[src/sset_pkg.sv]
`default_nettype none

package sset_pkg;

    localparam int KEY_W        = 32;
    localparam int CNT_OUT_W    = 5;
    localparam int CAPACITY_DEF = 16;

    // Request type codes
    localparam logic REQ_INSERT = 1'b0;
    localparam logic REQ_LOOKUP = 1'b1;

    typedef struct packed {
        logic                    req_type;
        logic signed [KEY_W-1:0] key;
    } t_req;

    typedef struct packed {
        logic                 found;
        logic                 inserted;
        logic                 dropped_full;
        logic [CNT_OUT_W-1:0] count;
    } t_rsp;

    // Controller to datapath commands
    typedef struct packed {
        logic load_req;  // capture the accepted request
        logic do_cmp;    // register the per-entry compare results
        logic do_upd;    // shift/insert and load the result register
    } t_cmd;

    typedef enum logic [2:0] {
        S_IDLE = 3'b001,
        S_CMP  = 3'b010,
        S_UPD  = 3'b100
    } t_state;

endpackage

`default_nettype wire

[src/sset_ctrl.sv]
`default_nettype none

module sset_ctrl
    import sset_pkg::*;
(
    input  wire  i_clk,
    input  wire  i_rst_n,
    input  wire  i_req_valid,
    output logic o_req_stall,
    output logic o_rsp_valid,
    input  wire  i_rsp_stall,
    output t_cmd o_cmd
);

    t_state r_state, n_state;
    logic   r_rsp_valid, n_rsp_valid;
    logic   out_ok;
    logic   upd;
    logic   take;

    // Result register is free or drains this cycle
    assign out_ok = !r_rsp_valid || !i_rsp_stall;
    assign upd    = (r_state == S_UPD) && out_ok;
    assign take   = (r_state == S_IDLE) || upd;

    assign o_req_stall = !take;
    assign o_rsp_valid = r_rsp_valid;

    assign o_cmd.load_req = take && i_req_valid;
    assign o_cmd.do_cmp   = (r_state == S_CMP);
    assign o_cmd.do_upd   = upd;

    // Next state
    always_comb begin
        n_state = r_state;
        case (r_state)
            S_IDLE: begin
                if (i_req_valid) n_state = S_CMP;
            end
            S_CMP: begin
                n_state = S_UPD;
            end
            S_UPD: begin
                if (out_ok) n_state = i_req_valid ? S_CMP : S_IDLE;
            end
            default: begin
                n_state = S_IDLE;
            end
        endcase
    end

    // Result valid flag
    always_comb begin
        n_rsp_valid = r_rsp_valid;
        if (upd) begin
            n_rsp_valid = 1'b1;
        end else if (!i_rsp_stall) begin
            n_rsp_valid = 1'b0;
        end
    end

    always_ff @(posedge i_clk) begin
        if (!i_rst_n) begin
            r_state     <= S_IDLE;
            r_rsp_valid <= 1'b0;
        end else begin
            r_state     <= n_state;
            r_rsp_valid <= n_rsp_valid;
        end
    end

endmodule

`default_nettype wire

[src/sset_dpath.sv]
`default_nettype none

module sset_dpath
    import sset_pkg::*;
#(
    parameter int CAPACITY = CAPACITY_DEF
) (
    input  wire  i_clk,
    input  wire  i_rst_n,
    input  t_cmd i_cmd,
    input  t_req i_req,
    output t_rsp o_rsp
);

    localparam int CW = $clog2(CAPACITY + 1);

    t_req                    r_req;
    logic signed [KEY_W-1:0] r_keys [CAPACITY];
    logic signed [KEY_W-1:0] n_keys [CAPACITY];
    logic [CAPACITY-1:0]     lt, eq;
    logic [CAPACITY-1:0]     r_lt, r_eq;
    logic [CW-1:0]           r_count, n_count;
    t_rsp                    r_rsp, n_rsp;
    logic                    found, full, ins, drop;

    // Accepted request
    always_ff @(posedge i_clk) begin
        if (i_cmd.load_req) r_req <= i_req;
    end

    // Per-entry compare and shift cells
    for (genvar g = 0; g < CAPACITY; g++) begin : g_cell
        logic held;
        assign held  = (r_count > CW'(g));
        assign lt[g] = held && (r_keys[g] < r_req.key);
        assign eq[g] = held && (r_keys[g] == r_req.key);

        // Keep below the insert point, take the key at it, shift up above it
        if (g == 0) begin : g_first
            always_comb begin
                if (r_lt[g]) begin
                    n_keys[g] = r_keys[g];
                end else begin
                    n_keys[g] = r_req.key;
                end
            end
        end else begin : g_rest
            always_comb begin
                if (r_lt[g]) begin
                    n_keys[g] = r_keys[g];
                end else if (r_lt[g-1]) begin
                    n_keys[g] = r_req.key;
                end else begin
                    n_keys[g] = r_keys[g-1];
                end
            end
        end

        always_ff @(posedge i_clk) begin
            if (ins) r_keys[g] <= n_keys[g];
        end
    end

    // Compare results
    always_ff @(posedge i_clk) begin
        if (i_cmd.do_cmp) begin
            r_lt <= lt;
            r_eq <= eq;
        end
    end

    // Outcome of the request
    assign found = |r_eq;
    assign full  = (r_count == CW'(CAPACITY));
    assign ins   = i_cmd.do_upd && (r_req.req_type == REQ_INSERT) && !found && !full;
    assign drop  = (r_req.req_type == REQ_INSERT) && !found && full;

    assign n_count = ins ? r_count + CW'(1) : r_count;

    always_comb begin
        n_rsp.found        = found;
        n_rsp.inserted     = ins;
        n_rsp.dropped_full = drop;
        n_rsp.count        = CNT_OUT_W'(n_count);
    end

    always_ff @(posedge i_clk) begin
        if (!i_rst_n) begin
            r_count <= '0;
        end else begin
            r_count <= n_count;
        end
    end

    always_ff @(posedge i_clk) begin
        if (i_cmd.do_upd) r_rsp <= n_rsp;
    end

    assign o_rsp = r_rsp;

endmodule

`default_nettype wire

[src/sorted_set_insert_lookup.sv]
// Each accepted request is captured, its compare results are registered in
// the compare stage over all held entries, and its result is registered in
// the shift/insert stage of the register store, which waits only while the
// previous result is still stalled at the output. A new request is taken
// only when idle or as the previous one updates. Reset: synchronous, active
// low; clears the key count and handshake state, the key store is not cleared.
`default_nettype none

module sorted_set_insert_lookup
    import sset_pkg::*;
#(
    parameter int CAPACITY = CAPACITY_DEF
) (
    input  wire  i_clk,
    input  wire  i_rst_n,
    input  wire  i_req_valid,
    output logic o_req_stall,
    input  t_req i_req,
    output logic o_rsp_valid,
    input  wire  i_rsp_stall,
    output t_rsp o_rsp
);

    t_cmd cmd;

    sset_ctrl u_ctrl (
        .i_clk       (i_clk),
        .i_rst_n     (i_rst_n),
        .i_req_valid (i_req_valid),
        .o_req_stall (o_req_stall),
        .o_rsp_valid (o_rsp_valid),
        .i_rsp_stall (i_rsp_stall),
        .o_cmd       (cmd)
    );

    sset_dpath #(
        .CAPACITY (CAPACITY)
    ) u_dpath (
        .i_clk   (i_clk),
        .i_rst_n (i_rst_n),
        .i_cmd   (cmd),
        .i_req   (i_req),
        .o_rsp   (o_rsp)
    );

endmodule

`default_nettype wire

[config.mk]
export PLATFORM = sky130hd
export DESIGN_NAME = sorted_set_insert_lookup
export DESIGN_NICKNAME = d
export VERILOG_FILES = /design/src/sset_pkg.sv /design/src/sset_ctrl.sv /design/src/sset_dpath.sv /design/src/sorted_set_insert_lookup.sv
export SDC_FILE = /design/constraint.sdc
export NUM_CORES = 2
export LEC_CHECK = 0
export BUFFER_PORTS_ARGS = -buffer_cell sky130_fd_sc_hd__buf_2
export CAP_MARGIN = 20
export CORE_UTILIZATION = 64
export DETAILED_ROUTE_END_ITERATION = 6
export PLACE_DENSITY = 0.81
export SLEW_MARGIN = 10
export SYNTH_ARGS = -nofsm -noshare
export SYNTH_HDL_FRONTEND = slang
export SYNTH_SLANG_ARGS = --single-unit
[constraint.sdc]
create_clock -name i_clk -period 4.6 [get_ports i_clk]
set_input_delay 0.23 -clock i_clk [delete_from_list [all_inputs] [get_ports i_clk]]
set_output_delay 0.23 -clock i_clk [all_outputs]
set_load 0.01 [all_outputs]
== Yosys cells after proc, flatten, opt, wreduce, memory -nomap -nowiden ==
Memories as Yosys holds them, arrays and structs flattened.
Cells that the tools add are included.
Word-level totals
  flip-flop bits (word level): 82
  bits in latches: 0
  RAM bits: 512
  memory bits (read-only): 0
  input bits: 37
  output and inout port bits: 10
  logic and storage cells: 157
  memories kept: 1
Memory list
  u_dpath.r_keys: words 16, width 32, read ports 16, clocked after Yosys merged registers in 0, write ports 16, line sset_dpath.sv:18  | logic signed [KEY_W-1:0] r_keys [CAPACITY];
Cells by class
  $add $sub $neg: 1
  multiply operators: 0
  div/mod/pow operators: 0
  magnitude comparators: 32
  eq/ne operators: 23
  shift-type cells: 0
  multiplexer cells: 40
  bitwise operators: 1
  reductions and logical operators: 48
Operator list (number)
  2-to-1 mux 32 bit: 31
  == test 32 bit: 16
  less-than comparator 32 bit: 16
  greater-than comparator 5 x 4 -> 1 bit, second input constant: 8
  logical AND 1 bit: 39
  greater-than comparator 5 x 3 -> 1 bit, second input constant: 4
  OR reduction 16 bit: 1
  greater-than comparator 5 x 1 -> 1 bit, second input constant: 2
  greater-than comparator 5 x 2 -> 1 bit, second input constant: 2
  case mux 3 bit (3 select lines): 1
  2-to-1 mux 3 bit: 2
  adder 5 x 1 -> 5 bit, second input constant: 1
  == test 5 bit, second input constant: 1
  logical NOT 1 bit: 5
  2-to-1 mux 5 bit: 1
  2-to-1 mux 1 bit: 4
  inequality test 2 x 1 -> 1 bit, second input constant: 2
  == test 3 x 1 -> 1 bit, second input constant: 1
  == test 3 x 2 -> 1 bit, second input constant: 1
  == test 3 bit, second input constant: 1
  logical OR 1 bit: 2
  2-to-1 mux 2 bit: 1
  inequality test 2 bit, second input constant: 1
  AND reduction 2 bit: 1
  inverter 1 bit: 1

== Depth between registers and ports, before layout ==
  word-level depth: 8
  depth in mapped cells: 9
  gate-level depth less buffers: 8

== Hierarchy ==
A second synthesis with hierarchy kept.
Second synthesis, totals
  cells, all modules: 2667
  area total of the unflattened synthesis: 35519.1 sq um
By module, submodules not included
  sset_dpath: instances 1, cells each 2643, area an instance 35310.1 sq um, seq. area each 17666.9 sq um
  sset_ctrl: instances 1, cells each 24, area an instance 209.0 sq um, seq. area each 80.1 sq um

== Worst setup path after synthesis ==
OpenSTA, ideal clock, no wires.
  kind: register to register
  start: register u_dpath.r_eq[10]
  end: memory u_dpath.r_keys[0][0], enable pin
  setup time: 0.421 ns
  arrival: 2.941 ns
  data required time: 4.179 ns
  setup slack: 1.237 ns
  stages on the path, launching flop included: 7
  path buffers: 2
  clock period less this slack: 3.363 ns
  path through: edfxtp_1 nor4_2 nand4_2 or3_1 buf_6 clkbuf_1 nor2_1
RTL lines
  start, declared: line sset_dpath.sv:21  | logic [CAPACITY-1:0] r_lt, r_eq;
  start signal, assigned: line sset_dpath.sv:68  | r_eq <= eq;
  end, declared: line sset_dpath.sv:18

== Final worst setup path ==
  start: register u_dpath.r_req[8] in the netlist's numbering
  end: register u_dpath.r_lt[11] (data pin)
Between the ends
  cells in the longest elaborated chain, start to end: 2
RTL lines
  start, declared: line sset_dpath.sv:17  | t_req r_req;
  start signal, assigned: line sset_dpath.sv:28  | if (i_cmd.load_req) r_req <= i_req;
  less-than comparator 32 bit: line sset_dpath.sv:35  | assign lt[g] = held && (r_keys[g] < r_req.key);
  logical AND 1 bit: line sset_dpath.sv:35
  named net u_dpath.lt[11]: line sset_dpath.sv:20  | logic [CAPACITY-1:0] lt, eq;
  end signal, assigned: line sset_dpath.sv:67  | r_lt <= lt;
  end, declared: line sset_dpath.sv:21
The timed path passes the listed nets, and every way through them passes these cells.
A chain may end at the register's enable or synchronous reset.

==> out/metrics.yaml <==
drive_gt1_share_pct: 24.9
async_flop_share_pct: 0
die_y_um: 237
stdcell_area_um2: 39300
synthTopCellsByArea: "edfxtp_1 50%, ha_1 18%, mux2_2 15%"
grt_max_degree: 35
path_class: "flip-flop to flip-flop"
netlist_area_um2: 35500
hp-class: "input pin to flip-flop"
ys_warn_count: 0
holdPathStages: 2
synth_edf_count: 585
crit_path_end_kind: "flip-flop"
post_cts.repair.setup_buffers: 0
synthToLayoutAreaGrowth_pct: 10.9
clk_pin_slew_ns: 0.06
hold_viol: 0
synth_top_area_share_pct: 49.5
timing.final.crit_period_ns: 3.50
regArea_um2: 17700
ios: 47
die_w_um: 237
cts.sinks: 594
synth-seq-area-share_pct: 50.0
crit_path_start_kind: "flip-flop"
period_share_pct: 76.1
ys_seq_elements: 594
num-nets-final: 3344
drtIter0Drc: 1481
maxCapViolations: 0
crit_chain: "inv_1, buf_4, ha_1, nand4_1, nor4_1, a21boi_0, o31a_1, o21a_1, nor3_1"
yosys.area.top_type: "edfxtp_1"
overflow: 0
first_pass_iters: 6
ys.flop_type: "edfxtp_1"
ctsResizeCount: 0
setup-tns-final_ns: 0
h-tree-depth: 2
start_util_pct: 65.3
rsz0062_at_grt: "no"
grt_pass1_vias: 24702
startpoint: "u_dpath.r_req[8]"
vdd_drop_max_mv: 0.330
ys_top_cells_by_count: "585 x edfxtp_1, 517 x ha_1, 468 x mux2_2, 188 x a21oi_1, 150 x nand2_1"
worstHoldStart: "i_req_valid"
synth_fp_nets: 3221
crit_slowest_cell: "edfxtp_1"
synth_simple_gate_area_share_pct: 7.28
status: "finished, final reports clean"
ctsLongestPathBuffers: 3
avgViaCountPerCell: 6.50
drv_slew: 0
ff2ff_path_depth: 9
synth_most_common_cell: "edfxtp_1"
grt_pass1_wl_mm: 132
multi_input_area_um2: 17200
clk_latency_ns: 0.65
slowest_delay_ns: 0.81
synth_compound_area_share_pct: 7.64
cts_buffers: 61
critPathRequiredTime_ns: 4.98
die_area_um2: 56400
syn-instance-count: 2667
core_um2: 54300
antenna_found_initial: 0
ant_nets: 0
drc: 0
finClkSkew_ns: 0.0226
clock-root-buffer: "clkbuf_16"
io_buffers: 46
hpwlAfterDp_mm: 63.3
synth_fa_ha_area_share_pct: 18.2
cp_max_fo: 17
p_per_area_nw_per_um2: 311
diodes: 0
grt_usage_pct: 30.2
synth-xor-area-share_pct: 0.0952
fillers: 3411
place_congestion: 0.896
post_synth_mux_area_share_pct: 14.9
maxSlewHeadroom_pct: 30.1
tightest_slew_ns: 1.05
cts_tree: "done"
post_drt_wl_per_cell_um: 23.7
drt_wl_total_mm: 84.7
worstPathArrival_ns: 3.88
synth_cell_type_count: 63
synth_top_family_by_area: "adder cells"
final-setup-viol-count: 0
fmax_mhz: 285
dpl_cell_area_um2: 36900
syn_area_per_cell_um2: 13.3
p_leak_nw: 15.2
num_rows: 85
vias: 23260
r2r_start: "u_dpath.r_req[8]"
[worst max-delay path: cells and delay by family (launching register included)]
family | cells | cell delay [ns]
buffers and inverters | 2 | 0.83
DFF | 1 | 0.81
and+or+nand+nor | 3 | 0.72
AOI/OAI and AO/OA | 3 | 0.60
adders and majority gates | 1 | 0.28
[placed cells by master (no fill, tap or decap), types with 6 or more instances in the layout]
| master | synthesis | final |
|---|---|---|
| o21ai_0 | 79 | 79 |
| o31a_1 | 9 | 9 |
| nor2_2 | 0 | 11 |
| a21o_1 | 47 | 47 |
| and4_1 | 49 | 49 |
| nor2_1 | 59 | 42 |
| mux2_2 | 468 | 468 |
| a221o_1 | 13 | 13 |
| clkbuf_16 | 0 | 63 |
| bufinv_16 | 0 | 8 |
| o21a_1 | 20 | 20 |
| clkbuf_1 | 93 | 19 |
| a21boi_0 | 9 | 9 |
| edfxtp_1 | 585 | 585 |
| nand2_1 | 150 | 150 |
| ha_1 | 517 | 517 |
| or3_1 | 8 | 8 |
| clkinv_1 | 0 | 7 |
| nand4_1 | 61 | 61 |
| clkinv_2 | 1 | 12 |
| nand3_1 | 39 | 39 |
| buf_2 | 1 | 46 |
| buf_4 | 0 | 71 |
| dlygate4sd3_1 | 0 | 36 |
| nor2_4 | 1 | 7 |
| nor3_1 | 32 | 32 |
| and3_1 | 13 | 13 |
| and2_1 | 8 | 8 |
| nor4_1 | 12 | 12 |
| inv_1 | 69 | 69 |
| a21oi_1 | 188 | 188 |
| o211ai_1 | 18 | 18 |
| a221oi_1 | 29 | 29 |
| dfxtp_1 | 9 | 9 |
| or4_1 | 6 | 6 |
| nor2b_1 | 19 | 18 |
[metal layers]
metal  vias to the layer above  global-route usage (%)  share of wire [%]
li1                      10758                       -                  -
met1                     11595                    36.2                 40
met2                       697                    54.0                 50
met3                       210                    3.38                4.7
met4                         0                    15.2                4.9
met5                         -                       0                  0
[cell families after synthesis]
| logic type | Yosys count |
|---|---|
| fa+ha+maj | 517 |
| mux | 470 |
| compound gates | 436 |
| simple gates | 480 |
| buf+inv | 167 |
| flops | 594 |
| xor+xnor | 3 |
[area by class of cell]
cell class | instances | area share (%)
clock buffer | 85 | 4.29
clock inverter | 28 | 0.859
inverter | 70 | 0.671
multi-input combinational | 1906 | 43.6
sequential | 594 | 45.1
tap | 739 | 2.35
timing repair buffer | 157 | 3.08
[report_power, final]
group,internal (mW),switching [mW],leakage (nW),total (mW)
registers,5.95,0.0394,5.35,5.99
clock network,2.99,2.11,0.992,5.11
logic,0.473,0.655,8.83,1.13
total,9.42,2.81,15.2,12.2
[state kept, by name, indices dropped and copies added (netlist names)]
register	flops
u_dpath.r_eq	16
u_dpath.r_keys	512
u_ctrl.r_state	3
u_ctrl.o_rsp_valid	1
u_dpath.r_lt	16
u_dpath.r_count	5
u_dpath.o_rsp	8
u_dpath.r_req	33
[final timing paths]
path / end / slack, ns
worst min register to register: u_dpath.o_rsp[5] / 0.55
worst min-delay path: u_dpath.r_req[26] / 0.06
worst max register to register: u_dpath.r_lt[11] / 1.10
worst max-delay path: u_dpath.r_lt[11] / 1.10
[through the flow]
stage / power [mW] / hold WS [ns] / std cells / util [%] / setup WS, ns
6_report: 12.2 / 0.0625 / 3579 / 72.4 / 1.10
4_1_cts: 12.2 / 0.197 / 3575 / 72.2 / 1.12
3_3_place_gp: 7.11 / 0.406 / 3426 / 67.8 / 1.19
2_1_floorplan: 6.79 / 0.306 / 2667 / - / 1.24
5_1_grt: 12.6 / 0.0547 / 3579 / 72.4 / 0.951
3_5_place_dp: 7.18 / 0.408 / 3426 / 67.8 / 1.15
[timing repair]
action / 4_1_cts / 5_1_grt
setup endpoints to repair: 0 / 0
hold buffers: 36 / 0
endpoints found under the hold margin: 42 / 0
(Power assumes the default switching activity.)
